`src/rtl/linear_key_value_table_top_assert.svh`:
```
// Assertion macros for the linear key-value table.
// Used by linear_key_value_table_top; no other dependencies.
`ifndef LINEAR_KEY_VALUE_TABLE_TOP_ASSERT_SVH
`define LINEAR_KEY_VALUE_TABLE_TOP_ASSERT_SVH

// Same-cycle implication, checked outside reset.
`define LKVT_ASSERT_NOW(label, clk, rst_n, ante, cons) \
	label: assert property (@(posedge clk) disable iff (!rst_n) (ante) |-> (cons)) \
		else $error("lkvt assertion failed");

// Next-cycle implication, checked outside reset.
`define LKVT_ASSERT_NEXT(label, clk, rst_n, ante, cons) \
	label: assert property (@(posedge clk) disable iff (!rst_n) (ante) |=> (cons)) \
		else $error("lkvt assertion failed");

`endif

```
`src/rtl/lkvt_pkg.sv`:
```
// Shared types and constants of the linear key-value table.
// No dependencies; used by every other file of the block but the assertion header.
package lkvt_pkg;

	localparam int CAPACITY = 16;
	localparam int ADDR_W   = $clog2(CAPACITY);
	localparam int CNT_W    = $clog2(CAPACITY + 1);
	localparam int KEY_W    = 32;
	localparam int VAL_W    = 32;
	localparam int CMD_W    = 2;
	localparam int STAT_W   = 3;
	localparam int ENTRY_W  = 5;

	// Command codes; bit 1 set means lookup
	localparam logic [CMD_W-1:0] CMD_WRITE  = 2'd0;
	localparam logic [CMD_W-1:0] CMD_DELETE = 2'd1;

	typedef enum logic [STAT_W-1:0] {
		ST_UPDATED   = 3'd0,
		ST_INSERTED  = 3'd1,
		ST_DELETED   = 3'd2,
		ST_NOT_FOUND = 3'd3,
		ST_FULL      = 3'd4,
		ST_FOUND     = 3'd5
	} status_t;

	typedef enum logic [2:0] {
		S_IDLE,
		S_SCAN,
		S_CMP,
		S_SHRD,
		S_SHWR,
		S_FIN
	} state_t;

	// Memory address source
	typedef enum logic [1:0] {
		ADDR_IDX,
		ADDR_NEXT,
		ADDR_FILL
	} addr_sel_t;

	typedef struct packed {
		logic [KEY_W-1:0]        key;
		logic signed [VAL_W-1:0] value;
	} entry_t;

	// Controller to datapath
	typedef struct packed {
		logic      in_ready;
		logic      idx_inc;
		logic      rd_en;
		logic      wr_en;
		addr_sel_t addr_sel;
		logic      wd_from_rd;
		logic      fill_inc;
		logic      fill_dec;
		logic      res_load;
		status_t   res_status;
		logic      res_found;
		logic      out_load;
	} ctl_t;

	// Datapath to controller
	typedef struct packed {
		logic             in_valid;
		logic [CMD_W-1:0] cmd;
		logic             match;
		logic             idx_end;
		logic             shift_end;
		logic             full;
		logic             out_free;
	} sts_t;

endpackage

```
`src/rtl/lkvt_req_if.sv`:
```
// Request channel: command, key and value with valid/ready.
// Depends on lkvt_pkg.
interface lkvt_req_if;
	logic                               valid;
	logic                               ready;
	logic [lkvt_pkg::CMD_W-1:0]         command;
	logic [lkvt_pkg::KEY_W-1:0]         key;
	logic signed [lkvt_pkg::VAL_W-1:0]  value;

	modport source (output valid, command, key, value, input ready);
	modport sink   (input valid, command, key, value, output ready);
endinterface

```
`src/rtl/lkvt_rsp_if.sv`:
```
// Response channel: status, found value and entry count with valid/ready.
// Depends on lkvt_pkg.
interface lkvt_rsp_if;
	logic                               valid;
	logic                               ready;
	logic [lkvt_pkg::STAT_W-1:0]        status;
	logic signed [lkvt_pkg::VAL_W-1:0]  found_value;
	logic [lkvt_pkg::ENTRY_W-1:0]       entry_count;

	modport source (output valid, status, found_value, entry_count, input ready);
	modport sink   (input valid, status, found_value, entry_count, output ready);
endinterface

```
`src/rtl/lkvt_ctrl.sv`:
```
// Sequencer of the key-value table: scan, lookup, update, insert, shift-delete.
// Depends on lkvt_pkg; drives lkvt_datapath through ctl_t.
module lkvt_ctrl (
	input  logic             clk,
	input  logic             arst_n,
	input  lkvt_pkg::sts_t   sts,
	output lkvt_pkg::ctl_t   ctl
);

	lkvt_pkg::state_t state_q;
	lkvt_pkg::state_t state_nxt;

	// State register
	always_ff @(posedge clk or negedge arst_n) begin
		if (!arst_n) begin
			state_q <= lkvt_pkg::S_IDLE;
		end else begin
			state_q <= state_nxt;
		end
	end

	// Next state
	always_comb begin
		state_nxt = state_q;
		unique case (state_q)
			lkvt_pkg::S_IDLE: begin
				if (sts.in_valid) state_nxt = lkvt_pkg::S_SCAN;
			end
			lkvt_pkg::S_SCAN: begin
				state_nxt = sts.idx_end ? lkvt_pkg::S_FIN : lkvt_pkg::S_CMP;
			end
			lkvt_pkg::S_CMP: begin
				if (!sts.match) begin
					state_nxt = lkvt_pkg::S_SCAN;
				end else if (sts.cmd == lkvt_pkg::CMD_DELETE) begin
					state_nxt = lkvt_pkg::S_SHRD;
				end else begin
					state_nxt = lkvt_pkg::S_FIN;
				end
			end
			lkvt_pkg::S_SHRD: begin
				state_nxt = sts.shift_end ? lkvt_pkg::S_FIN : lkvt_pkg::S_SHWR;
			end
			lkvt_pkg::S_SHWR: begin
				state_nxt = lkvt_pkg::S_SHRD;
			end
			lkvt_pkg::S_FIN: begin
				if (sts.out_free) state_nxt = lkvt_pkg::S_IDLE;
			end
			default: state_nxt = lkvt_pkg::S_IDLE;
		endcase
	end

	// Outputs
	always_comb begin
		ctl            = '0;
		ctl.addr_sel   = lkvt_pkg::ADDR_IDX;
		ctl.res_status = lkvt_pkg::ST_NOT_FOUND;
		unique case (state_q)
			lkvt_pkg::S_IDLE: begin
				ctl.in_ready = 1'b1;
			end
			lkvt_pkg::S_SCAN: begin
				if (sts.idx_end) begin
					// key absent
					ctl.res_load = 1'b1;
					if (sts.cmd == lkvt_pkg::CMD_WRITE) begin
						if (sts.full) begin
							ctl.res_status = lkvt_pkg::ST_FULL;
						end else begin
							ctl.wr_en      = 1'b1;
							ctl.addr_sel   = lkvt_pkg::ADDR_FILL;
							ctl.fill_inc   = 1'b1;
							ctl.res_status = lkvt_pkg::ST_INSERTED;
						end
					end
				end else begin
					ctl.rd_en = 1'b1;
				end
			end
			lkvt_pkg::S_CMP: begin
				if (!sts.match) begin
					ctl.idx_inc = 1'b1;
				end else if (sts.cmd == lkvt_pkg::CMD_WRITE) begin
					ctl.wr_en      = 1'b1;
					ctl.res_load   = 1'b1;
					ctl.res_status = lkvt_pkg::ST_UPDATED;
				end else if (sts.cmd != lkvt_pkg::CMD_DELETE) begin
					ctl.res_load   = 1'b1;
					ctl.res_found  = 1'b1;
					ctl.res_status = lkvt_pkg::ST_FOUND;
				end
			end
			lkvt_pkg::S_SHRD: begin
				if (sts.shift_end) begin
					ctl.fill_dec   = 1'b1;
					ctl.res_load   = 1'b1;
					ctl.res_status = lkvt_pkg::ST_DELETED;
				end else begin
					ctl.rd_en    = 1'b1;
					ctl.addr_sel = lkvt_pkg::ADDR_NEXT;
				end
			end
			lkvt_pkg::S_SHWR: begin
				// move entry idx+1 down into idx
				ctl.wr_en      = 1'b1;
				ctl.wd_from_rd = 1'b1;
				ctl.idx_inc    = 1'b1;
			end
			lkvt_pkg::S_FIN: begin
				ctl.out_load = sts.out_free;
			end
			default: ;
		endcase
	end

endmodule

```
`src/rtl/lkvt_datapath.sv`:
```
// Datapath of the key-value table: entry memory, scan index, fill count,
// input, result and output registers. Depends on lkvt_pkg and the channel interfaces.
module lkvt_datapath (
	input  logic             clk,
	input  logic             arst_n,
	input  lkvt_pkg::ctl_t   ctl,
	output lkvt_pkg::sts_t   sts,
	lkvt_req_if.sink         req,
	lkvt_rsp_if.source       rsp
);

	lkvt_pkg::entry_t                  mem [lkvt_pkg::CAPACITY];
	lkvt_pkg::entry_t                  rd_q;
	logic [lkvt_pkg::CMD_W-1:0]        cmd_q;
	logic [lkvt_pkg::KEY_W-1:0]        key_q;
	logic signed [lkvt_pkg::VAL_W-1:0] val_q;
	logic [lkvt_pkg::CNT_W-1:0]        idx_q;
	logic [lkvt_pkg::CNT_W-1:0]        fill_q;
	logic [lkvt_pkg::CNT_W-1:0]        idx_next;
	lkvt_pkg::status_t                 res_status_q;
	logic signed [lkvt_pkg::VAL_W-1:0] res_found_q;
	logic                              out_valid_q;
	lkvt_pkg::status_t                 out_status_q;
	logic signed [lkvt_pkg::VAL_W-1:0] out_found_q;
	logic [lkvt_pkg::CNT_W-1:0]        out_count_q;
	logic [lkvt_pkg::ADDR_W-1:0]       addr;
	lkvt_pkg::entry_t                  wdata;
	logic                              accept;

	assign accept   = req.valid && req.ready;
	assign idx_next = idx_q + lkvt_pkg::CNT_W'(1);

	// Input beat capture
	always_ff @(posedge clk) begin
		if (accept) begin
			cmd_q <= req.command;
			key_q <= req.key;
			val_q <= req.value;
		end
	end

	// Scan index and fill count
	always_ff @(posedge clk or negedge arst_n) begin
		if (!arst_n) begin
			idx_q  <= '0;
			fill_q <= '0;
		end else begin
			if (accept) begin
				idx_q <= '0;
			end else if (ctl.idx_inc) begin
				idx_q <= idx_next;
			end
			if (ctl.fill_inc) begin
				fill_q <= fill_q + lkvt_pkg::CNT_W'(1);
			end else if (ctl.fill_dec) begin
				fill_q <= fill_q - lkvt_pkg::CNT_W'(1);
			end
		end
	end

	// Single-port memory address and write data
	always_comb begin
		case (ctl.addr_sel)
			lkvt_pkg::ADDR_NEXT: addr = idx_next[lkvt_pkg::ADDR_W-1:0];
			lkvt_pkg::ADDR_FILL: addr = fill_q[lkvt_pkg::ADDR_W-1:0];
			default:             addr = idx_q[lkvt_pkg::ADDR_W-1:0];
		endcase
		wdata.key   = key_q;
		wdata.value = val_q;
		if (ctl.wd_from_rd) wdata = rd_q;
	end

	// Entry memory, registered read
	always_ff @(posedge clk) begin
		if (ctl.wr_en) mem[addr] <= wdata;
		if (ctl.rd_en) rd_q <= mem[addr];
	end

	// Result of the item in flight
	always_ff @(posedge clk) begin
		if (ctl.res_load) begin
			res_status_q <= ctl.res_status;
			res_found_q  <= ctl.res_found ? rd_q.value : '0;
		end
	end

	// Output register
	always_ff @(posedge clk or negedge arst_n) begin
		if (!arst_n) begin
			out_valid_q <= 1'b0;
		end else if (ctl.out_load) begin
			out_valid_q <= 1'b1;
		end else if (rsp.ready) begin
			out_valid_q <= 1'b0;
		end
	end

	always_ff @(posedge clk) begin
		if (ctl.out_load) begin
			out_status_q <= res_status_q;
			out_found_q  <= res_found_q;
			out_count_q  <= fill_q;
		end
	end

	// Ports and status
	assign req.ready       = ctl.in_ready;
	assign rsp.valid       = out_valid_q;
	assign rsp.status      = out_status_q;
	assign rsp.found_value = out_found_q;
	assign rsp.entry_count = lkvt_pkg::ENTRY_W'(out_count_q);

	assign sts.in_valid  = req.valid;
	assign sts.cmd       = cmd_q;
	assign sts.match     = (rd_q.key == key_q);
	assign sts.idx_end   = (idx_q == fill_q);
	assign sts.shift_end = (idx_next == fill_q);
	assign sts.full      = (fill_q == lkvt_pkg::CNT_W'(lkvt_pkg::CAPACITY));
	assign sts.out_free  = !out_valid_q || rsp.ready;

endmodule

```
`src/rtl/linear_key_value_table_top.sv`:
```
// Linear key-value table, up to 16 pairs in insertion order, one item at a time.
// Each entry is read through the single-port memory (S_SCAN) and then compared (S_CMP);
// a delete then shifts every later entry down by a read (S_SHRD) and a write (S_SHWR).
// A new request is taken only in S_IDLE, once the last item is through; the next beat
// is taken while a result waits, and a result that stays untaken stalls the next one.
// Reset (arst_n, async, active low) empties the table; stored entries are not cleared.
`include "linear_key_value_table_top_assert.svh"

module linear_key_value_table_top (
	input  logic        clk,
	input  logic        arst_n,
	lkvt_req_if.sink    req,
	lkvt_rsp_if.source  rsp
);

	lkvt_pkg::ctl_t ctl;
	lkvt_pkg::sts_t sts;

	lkvt_ctrl u_ctrl (
		.clk    (clk),
		.arst_n (arst_n),
		.sts    (sts),
		.ctl    (ctl)
	);

	lkvt_datapath u_datapath (
		.clk    (clk),
		.arst_n (arst_n),
		.ctl    (ctl),
		.sts    (sts),
		.req    (req),
		.rsp    (rsp)
	);

	// Checks
	`LKVT_ASSERT_NOW(a_count_range, clk, arst_n, rsp.valid, rsp.entry_count <= lkvt_pkg::ENTRY_W'(lkvt_pkg::CAPACITY))
	`LKVT_ASSERT_NOW(a_found_zero, clk, arst_n, rsp.valid && (rsp.status != lkvt_pkg::ST_FOUND), rsp.found_value == '0)
	`LKVT_ASSERT_NOW(a_port_excl, clk, arst_n, ctl.wr_en, !ctl.rd_en)
	`LKVT_ASSERT_NEXT(a_one_item, clk, arst_n, req.valid && req.ready, !req.ready)

endmodule
```
`src/flat_wrapper.sv`:
```
// flat-port wrapper written by rule: the top's interface ports become plain ports
module linear_key_value_table_top_flat 
  (clk, arst_n, req_valid, req_command, req_key, req_value, req_ready, rsp_valid, rsp_status, rsp_found_value, rsp_entry_count, rsp_ready);
  lkvt_req_if req_i ();
  lkvt_rsp_if rsp_i ();
  input  logic clk;
  input  logic arst_n;
  input wire logic [$bits(req_i.valid)-1:0] req_valid;
  input wire logic [$bits(req_i.command)-1:0] req_command;
  input wire logic [$bits(req_i.key)-1:0] req_key;
  input wire logic [$bits(req_i.value)-1:0] req_value;
  output wire logic [$bits(req_i.ready)-1:0] req_ready;
  output wire logic [$bits(rsp_i.valid)-1:0] rsp_valid;
  output wire logic [$bits(rsp_i.status)-1:0] rsp_status;
  output wire logic [$bits(rsp_i.found_value)-1:0] rsp_found_value;
  output wire logic [$bits(rsp_i.entry_count)-1:0] rsp_entry_count;
  input wire logic [$bits(rsp_i.ready)-1:0] rsp_ready;
  assign req_i.valid = req_valid;
  assign req_i.command = req_command;
  assign req_i.key = req_key;
  assign req_i.value = req_value;
  assign req_ready = req_i.ready;
  assign rsp_valid = rsp_i.valid;
  assign rsp_status = rsp_i.status;
  assign rsp_found_value = rsp_i.found_value;
  assign rsp_entry_count = rsp_i.entry_count;
  assign rsp_i.ready = rsp_ready;
  linear_key_value_table_top u_core (.clk(clk), .arst_n(arst_n), .req(req_i), .rsp(rsp_i));
endmodule
```
`config.mk`:
```
export PLATFORM = sky130hd
export DESIGN_NAME = linear_key_value_table_top_flat
export DESIGN_NICKNAME = d
export VERILOG_FILES = /design/src/rtl/lkvt_pkg.sv /design/src/rtl/lkvt_req_if.sv /design/src/rtl/lkvt_rsp_if.sv /design/src/rtl/lkvt_ctrl.sv /design/src/rtl/lkvt_datapath.sv /design/src/rtl/linear_key_value_table_top.sv /design/src/flat_wrapper.sv
export VERILOG_INCLUDE_DIRS = /design/src /design/src/rtl
export SDC_FILE = /design/constraint.sdc
export NUM_CORES = 1
export LEC_CHECK = 0
export ABC_CLOCK_PERIOD_IN_PS = 11380
export BUFFER_PORTS_ARGS = -buffer_cell sky130_fd_sc_hd__buf_2
export CAP_MARGIN = 10
export CORE_UTILIZATION = 50
export DETAILED_ROUTE_END_ITERATION = 8
export PLACE_DENSITY_LB_ADDON = 0.2
export REMOVE_ABC_BUFFERS = 1
export SYNTH_ARGS = -nofsm -noshare
export SYNTH_HDL_FRONTEND = slang
export SYNTH_SLANG_ARGS = --single-unit
```
`constraint.sdc`:
```
create_clock -name clk -period 11.38 [get_ports clk]
set_input_delay 1.138 -clock clk [delete_from_list [all_inputs] [get_ports clk]]
set_output_delay 1.138 -clock clk [all_outputs]
set_load 0.005 [all_outputs]
```
==> results.md, run 1 <==
| Step | Item | Reported |
|---|---|---|
| critical path | Critical Path Start Type | flip-flop |
| clocking | Clock slew seen by the registers of the worst setup and hold paths | 60 ps |
| clocking | Post-CTS setup buffer count | 0 |
| placement | Post-DP Area | 50270 um^2 |
| global routing | Global-route total usage across every layer | 0.2231 |
| synthesis | Number of enable flip-flop cells after synthesis | 1229 |
| synthesis | Fraction of registers with async set or reset after synthesis | 0.01126 |
| synthesis | Leading post-synthesis cells by cell area | edfxtp_1 77%, mux2i_1 4.0%, a21oi_1 3.4% |
| synthesis | Yosys cell types | 54 |
| cells and area | Cell area after layout | 54490 um^2 |
| critical path | Kind of critical path | reg -> reg |
| sta | Setup total negative slack | 0 ps |
| sta | Setup-failing EPs final | 0 |
| cells and area | Area Growth Syn to Fin | 12.98% |
| placement | Number of cells in the design after placement | 4216 |
| synthesis | Most instantiated library cell after synthesis | edfxtp_1 |
| critical path | Critical R2R Launch | u_core.u_ctrl.state_q[0] |
| floorplanning | Core Footprint | 95290 um^2 |
| drt | Vias post-DR | 26790 |
| clocking | Number of buffers added by the clock tree synthesis step | 130 |
| clocking | CTS tree | yes |
| global routing | Pin count of the biggest net entering global routing | 101 |
| sta | Final clock skew | 31.78 ps |
| drt | Average wire per cell in the routed design | 24.47 um |
| clocking | Clock tree sinks | 1243 |
| global routing | Number of antenna violations at the first check in global routing | 1 |
| sta | Measured slew at the worst slew-check pin | 1191 ps |
| synthesis | Synth Register Bits | 1243 |
| critical path | Crit-path max cell delay | 920 ps |
| sta | RSZ-0062 raised after global routing | no |
| pwr | Power per cell area | 259.5 nW/um^2 |
| synthesis | Most used flip-flop cell after synthesis | edfxtp_1 |
| floorplanning | Initial cell density of the core | 0.5061 |
| clocking | Max Root-Sink Buffers | 3 |
| sta | Peak clock frequency supported by timing | 0.1464 GHz |
| status | Run status | finished clean |
| cells and area | Final Net Count | 3160 |
| critical path | Crit path capture type | flip-flop |
| clocking | Hold bufs inserted after CTS | 0 |
| floorplanning | Die Span Y | 312.6 um |
| cells and area | Area of the multi-input gates | 10370 um^2 |
| min path | Path type of the worst min-delay path | in -> async |
| synthesis | Number of warning messages in the yosys log | 0 |
| floorplanning | Site row count | 113 |
| drt | Count of routing violations after the opening detailed-route iteration | 2817 |
| placement | Number of input and output port buffers inserted | 111 |
| synthesis | Area share of the leading cell type in the synthesized netlist | 0.7652 |
| critical path | Path depth of the worst reg2reg path | 13 |
| cells and area | Sequential cell area | 37260 um^2 |
| cells and area | Number of fill cells | 7331 |
| global routing | Vias in the first global route | 26810 |
| floorplanning | Ports placed on the boundary | 112 |
| clocking | H-tree depth | 4 |
| critical path | Worst Path Arrival | 7180 ps |
| cells and area | Fraction of layout cells with a size suffix above 1 | 0.1412 |
| pwr | Peak supply drop | 0.1714 mV |
| synthesis | Mean post-synth cell area | 16.20 um^2 |
| global routing | Global-route wire length before repair | 164500 um |
| synthesis | Count of mapped cells out of synthesis | 2977 |
| sta | Slew Limit Headroom | 0.2057 |
| synthesis | Synth top cells by count | 1229 x edfxtp_1, 406 x nand2_1, 327 x a21oi_1 |
| sta | Final Critical Period | 6832 ps |
| synthesis | Share of the yosys chip area belonging to registers | 0.7725 |
| pwr | LEAKAGE | 18.43 nW |
| critical path | Worst setup slack for register-to-register paths | 4550 ps |
| drt | Drt first pass iters | 6 |
| floorplanning | DIE AREA | 97710 um^2 |
| critical path | Critical-path top delay cell | nor2_4 |
| critical path | Terminus of the critical flop-to-flop path | u_core.u_datapath.mem[10][51] |
| run | Maxcap violations | 0 |
| clocking | Clock latency reported for the late side of the worst-skew pair | 730 ps |
| cells and area | Final cell count without fillers | 4447 |
| sta | Number of max-slew violations in the final report | 0 |
| drt | Residual DRC count | 0 |
| drt | Final routed wirelength across all metal layers | 108800 um |
| global routing | Grt ovf | 0 |
| clocking | Post-CTS resize count | 0 |
| critical path | CP Cell Sequence | or3b_4 -> nor4_4 -> nand2_1 -> nor4_4 -> inv_1 -> ha_1 -> nor4b_1 -> nor3_1 -> nor3_2 -> buf_4 -> nand3_1 -> nor2_4 -> buf_4 |
| drt | Antenna-violating nets left | 0 |
| synthesis | Synth Cell Area | 48230 um^2 |
| critical path | Worst endpoint required time | 11720 ps |
| placement | Detailed placer's ending HPWL | 56660 um |
| placement | RD Place Congestion | 0.8339 |
| drt | Via density | 6.025 |
| synthesis | Most area-hungry cell type in the Yosys netlist | edfxtp_1 |
| critical path | Maximum net fanout on the critical path | 68 |
| sta | Share of the clock period used by the worst path | 0.6004 |
| floorplanning | Die width | 312.6 um |
| sta | Hold Violations, Final | 0 |
| clocking | Cell at the root of the clock tree | clkbuf_16 |
layer usage:
metal / vias to the layer above / GRT usage / wire (um)
li1: 11930 / - / -
met1: 13670 / 0.3106 / 46400
met2: 1001 / 0.3593 / 52250
met3: 192 / 0.04021 / 7505
met4: 0 / 0.06973 / 2673
met5: - / 0 / 0
through the flow:
step | hold slack, ps | utilization | setup slack [ps] | power [mW]
6_report | 325.9 | 0.5718 | 4548 | 14.14
3_3_place_gp | 403.4 | 0.5275 | 4658 | 9.926
5_1_grt | 311.7 | 0.5718 | 4058 | 14.79
3_5_place_dp | 406.1 | 0.5275 | 4481 | 10.04
4_1_cts | 285.5 | 0.5718 | 4467 | 14.22
2_1_floorplan | 400.3 | - | -74680 | 10.70
sequential cells by signal, indices dropped and copies added (netlist names):
register and count:
u_core.u_datapath.rsp.status 3, u_core.u_datapath.rsp.valid 1, u_core.u_datapath.key_q 32, u_core.u_datapath.val_q 32, u_core.u_datapath.rd_q 64, u_core.u_datapath.idx_q 5, u_core.u_datapath.cmd_q 2, u_core.u_ctrl.state_q 3
u_core.u_datapath.res_status_q 3, u_core.u_datapath.rsp.entry_count 5, u_core.u_datapath.mem 1024, u_core.u_datapath.res_found_q 32, u_core.u_datapath.fill_q 5, u_core.u_datapath.rsp.found_value 32
how the worst max path moves through the flow:
stage               cells after the start                       endpoint                     start  slack (ps)
floorplan                               8   u_core.u_datapath.mem[13][0]  u_core.u_ctrl.state_q[2]      -74680
global placement                       13  u_core.u_datapath.mem[11][50]  u_core.u_ctrl.state_q[0]        4660
detailed placement                     13  u_core.u_datapath.mem[11][59]  u_core.u_ctrl.state_q[0]        4480
CTS                                    13  u_core.u_datapath.mem[11][50]  u_core.u_ctrl.state_q[0]        4470
global route                           13  u_core.u_datapath.mem[11][51]  u_core.u_ctrl.state_q[0]        4060
finish                                 13  u_core.u_datapath.mem[10][51]  u_core.u_ctrl.state_q[0]        4550
worst max-delay path: cells and delay by family (launching register included):
family | cells | cell delay [ps]
simple gates | 9 | 3630
buf+inv | 3 | 1660
fa+ha+maj | 1 | 490
flops | 1 | 560
cells by family (layout without fill, tap and decap cells):
group,after synthesis,count (layout),synth area share
flip-flops,1243,1243,0.7725
adder cells (fa/ha/maj),7,7,0.001972
multiplexers,261,261,0.05588
AND/OR/NAND/NOR,593,593,0.05487
other,0,1,0
AO/OA/AOI/OAI,619,619,0.08927
buffers and inverters,208,412,0.01720
XOR/XNOR,46,46,0.008354
power by group:
group	internal [mW]	switching, mW	total (mW)
combinational	1.30	2.71	4.01
clock	2.47	1.72	4.18
sequential	5.77	0.174	5.94
total	9.54	4.60	14.1
layout make-up:
| type | instances | area share |
|---|---|---|
| tap | 1265 | 0.02905 |
| sequential | 1243 | 0.6837 |
| clock inverter | 62 | 0.01183 |
| timing repair buffer | 173 | 0.01874 |
| antenna | 1 | 0.00004593 |
| clock buffer | 168 | 0.06560 |
| multi-input combinational | 1526 | 0.1904 |
| inverter | 9 | 0.0006200 |
cells in the final DEF (no fill, tap or decap), types with 38 or more instances in the layout:
cell and count:
mux2i_1 195, clkbuf_16 137, nand2_1 405, edfxtp_1 1229, xor2_1 38, a221o_1 126
buf_2 111, mux2_2 66, buf_4 62, nand3_1 73, a21oi_1 327, a221oi_1 66
a32oi_1 64
Power figures use the tool's default switching activity.
==> inputs of run 2 (changes only) <==
--- a/config.mk
+++ b/config.mk
@@ -6,7 +6,7 @@
 export SDC_FILE = /design/constraint.sdc
 export NUM_CORES = 1
 export LEC_CHECK = 0
-export ABC_CLOCK_PERIOD_IN_PS = 11380
+export ABC_CLOCK_PERIOD_IN_PS = 6900
 export BUFFER_PORTS_ARGS = -buffer_cell sky130_fd_sc_hd__buf_2
 export CAP_MARGIN = 10
 export CORE_UTILIZATION = 50
==> constraint.sdc (replaced) <==
create_clock -name clk -period 6.9 [get_ports clk]
set_input_delay 0.69 -clock clk [delete_from_list [all_inputs] [get_ports clk]]
set_output_delay 0.69 -clock clk [all_outputs]
set_load 0.005 [all_outputs]
==> results.md, run 2 (synthesis results as in run 1) <==
| Step | Item | Reported | vs previous |
|---|---|---|---|
| floorplanning | DIE AREA | 97710 um^2 | unchanged |
| clocking | Clock latency reported for the late side of the worst-skew pair | 730 ps | about the same |
| global routing | Number of antenna violations at the first check in global routing | 1 | unchanged |
| cells and area | Final Net Count | 3156 | -0.13% |
| pwr | Combinational Power Share | 0.289 | +0.005 |
| clocking | Number of buffers added by the clock tree synthesis step | 131 | +0.77% |
| sta | Measured slew at the worst slew-check pin | 1202 ps | +10.69 ps |
| run | Maxcap violations | 0 | unchanged |
| critical path | Critical R2R Launch | u_core.u_ctrl.state_q[0] |  |
| sta | Final Critical Period | 5670 ps | -1162 ps |
| global routing | Pin count of the biggest net entering global routing | 185 | +83% |
| sta | Setup-failing EPs final | 0 | unchanged |
| sta | RSZ-0062 raised after global routing | no |  |
| drt | Vias post-DR | 26850 | +0.20% |
| clocking | Post-CTS setup buffer count | 0 | unchanged |
| drt | Final routed wirelength across all metal layers | 110400 um | +1.5% |
| global routing | Global-route total usage across every layer | 0.2252 | +0.002191 |
| cells and area | Number of fill cells | 7293 | -0.52% |
| sta | Peak clock frequency supported by timing | 0.1764 GHz | +20% |
| floorplanning | Core Footprint | 95290 um^2 | unchanged |
| placement | Detailed placer's ending HPWL | 56320 um | -0.59% |
| clocking | Post-CTS resize count | 0 | unchanged |
| sta | Share of the clock period used by the worst path | 0.8218 | +0.2214 |
| pwr | Power per cell area | 425.3 nW/um^2 | +64% |
| clocking | CTS tree | yes |  |
| drt | Residual DRC count | 0 | unchanged |
| clocking | Cell at the root of the clock tree | clkbuf_16 |  |
| pwr | NetSw | 7.610 mW | +65% |
| sta | Slew Limit Headroom | 0.1986 | -0.007130 |
| pwr | LEAKAGE | 18.36 nW | -0.35% |
| cells and area | Diode count | 0 | -1 |
| pwr | Peak supply drop | 0.7165 mV | +320% |
| pwr | Fraction of power spent switching nets | 0.3287 | +0.003511 |
| critical path | Worst endpoint required time | 7250 ps | -4470 ps |
| pwr | Part of the total power dissipated in sequential elements | 0.424 | +0.004 |
| cells and area | Largest register FFs | 1024 | unchanged |
| clocking | Hold bufs inserted after CTS | 1 | +1 |
| drt | Average wire per cell in the routed design | 24.86 um | +1.6% |
| placement | RD Place Congestion | 0.8768 | +5.1% |
| clocking | Clock tree sinks | 1243 | unchanged |
| critical path | Maximum net fanout on the critical path | 57 | -16% |
| clocking | Max Root-Sink Buffers | 3 | unchanged |
| critical path | Crit path from | u_core.u_ctrl.state_q[0] |  |
| global routing | Vias in the first global route | 26520 | -1.1% |
| drt | Drt first pass iters | 5 | -1 |
| pwr | Internal power component | 15.54 mW | +63% |
| floorplanning | Site row count | 113 | unchanged |
| floorplanning | Die width | 312.6 um | unchanged |
| critical path | Worst Path Arrival | 6020 ps | -1160 ps |
| floorplanning | Initial cell density of the core | 0.5061 | unchanged |
| sta | Final clock skew | 27.12 ps | -4.659 ps |
| pwr | Clock power share | 0.286 | -0.010 |
| critical path | Critical Path Start Type | flip-flop |  |
| min path | Path type of the worst min-delay path | in -> reg |  |
| sta | Number of max-slew violations in the final report | 0 | unchanged |
| placement | Number of input and output port buffers inserted | 111 | unchanged |
| critical path | Critical path capture point | u_core.u_datapath.mem[2][37] |  |
| cells and area | Most common cell after layout, fill and taps aside | edfxtp_1 |  |
| drt | Antenna-violating nets left | 0 | unchanged |
| critical path | Terminus of the critical flop-to-flop path | u_core.u_datapath.mem[2][37] |  |
| global routing | Global-route wire length before repair | 164600 um | +0.11% |
| sta | Hold Violations, Final | 0 | unchanged |
| cells and area | Largest registers | u_core.u_datapath.mem (1024), u_core.u_datapath.rd_q (64) |  |
| drt | Count of routing violations after the opening detailed-route iteration | 2870 | +1.9% |
| critical path | Worst setup slack for register-to-register paths | 1230 ps | -3320 ps |
| sta | Setup total negative slack | 0 ps | unchanged |
| critical path | Kind of critical path | reg -> reg |  |
| global routing | Grt ovf | 0 | unchanged |
| clocking | H-tree depth | 4 | unchanged |
| cells and area | Final core utilization | 0.5711 | -0.0006690 |
| clocking | Clock slew seen by the registers of the worst setup and hold paths | 60 ps | about the same |
| cells and area | Most used cells in the layout excluding fill and tap cells | 1229 x edfxtp_1, 405 x nand2_1, 327 x a21oi_1, 195 x mux2i_1, 135 x clkbuf_16 |  |
| drt | Via density | 6.042 | +0.29% |
| floorplanning | Ports placed on the boundary | 112 | unchanged |
| cells and area | Area Growth Syn to Fin | 12.84% |  |
| cells and area | Fraction of layout cells with a size suffix above 1 | 0.1400 | -0.001125 |
| sta | Final hold slack | 132.4 ps | -193.5 ps |
| cells and area | Most flops, register | u_core.u_datapath.mem |  |
| critical path | Path depth of the worst reg2reg path | 11 | -2 |
| critical path | Crit path capture type | flip-flop |  |
| status | Run status | finished clean |  |
| floorplanning | Die Span Y | 312.6 um | unchanged |
run 2: cell count changes in the layout (fill, tap and decap cells not counted), sizes merged, moves of 3 or more:
cell	change
buf	-6
bufinv	-5
clkinv	-4
clkinvlp	+3
inv	+9
run 2: area by class of cell:
cell class	count	area (um^2)	share of cell area
repair buffers	168	1136	0.02087
multi-input cells	1526	10370	0.1906
clock buffers	167	3508	0.06446
inverters	9	33.78	0.0006207
clock inverters	65	534.3	0.009817
flip-flops and latches	1243	37260	0.6845
well taps	1265	1583	0.02908
run 2: power by group through the flow:
stage | logic, mW | registers (mW) | clock network [mW]
after detailed placement | 6.70 | 9.97 | 0
final | 6.70 | 9.82 | 6.63
after CTS | 6.73 | 9.82 | 6.76
after global placement | 6.51 | 9.96 | 0
after global routing | 7.30 | 9.86 | 7.05
after floorplan | 5.28 | 9.89 | 0
run 2: per-stage QoR:
stage          cell area [um^2]  cells  power, mW  setup WS [ps]
6_report                  54420   4443      23.15           1230
3_5_place_dp              50370   4210      16.67           1273
5_1_grt                   54420   4443      24.21          887.8
4_1_cts                   54420   4443      23.30           1265
3_3_place_gp              50370   4210      16.47           1351
2_1_floorplan             47430   2778      15.16         -79160
run 2: critical path, cell delays in order, from the launching register on:
cell,delay [ps]
dfrtp_1,570
or3b_4,470
nor4_4,300
nand2_1,180
nor4_4,470
inv_1,110
ha_1,600
o21ai_0,270
nor3_1,640
nand2_4,600
nor4_2,550
buf_12,450
run 2: per-layer routing:
metal	global-route usage	share of wire	vias to the layer above	wire (um)
li1	-	-	11930	-
met1	0.3138	0.43	13810	47290
met2	0.3637	0.49	938	53650
met3	0.03696	0.062	171	6866
met4	0.07417	0.024	0	2628
met5	0	0	-	0
run 2: worst min path at each step:
stage / start / endpoint / slack, ps / depth (start not counted)
6_report: req_key[16] / u_core.u_datapath.key_q[16] / 130 / 1
5_1_grt: req_key[16] / u_core.u_datapath.key_q[16] / 100 / 1
4_1_cts: req_key[16] / u_core.u_datapath.key_q[16] / 80 / 1
3_5_place_dp: u_core.u_datapath.res_found_q[6] / u_core.u_datapath.rsp.found_value[6] / 410 / 0
3_3_place_gp: u_core.u_datapath.res_found_q[27] / u_core.u_datapath.rsp.found_value[27] / 400 / 0
2_1_floorplan: arst_n / u_core.u_ctrl.state_q[0] / 390 / 0
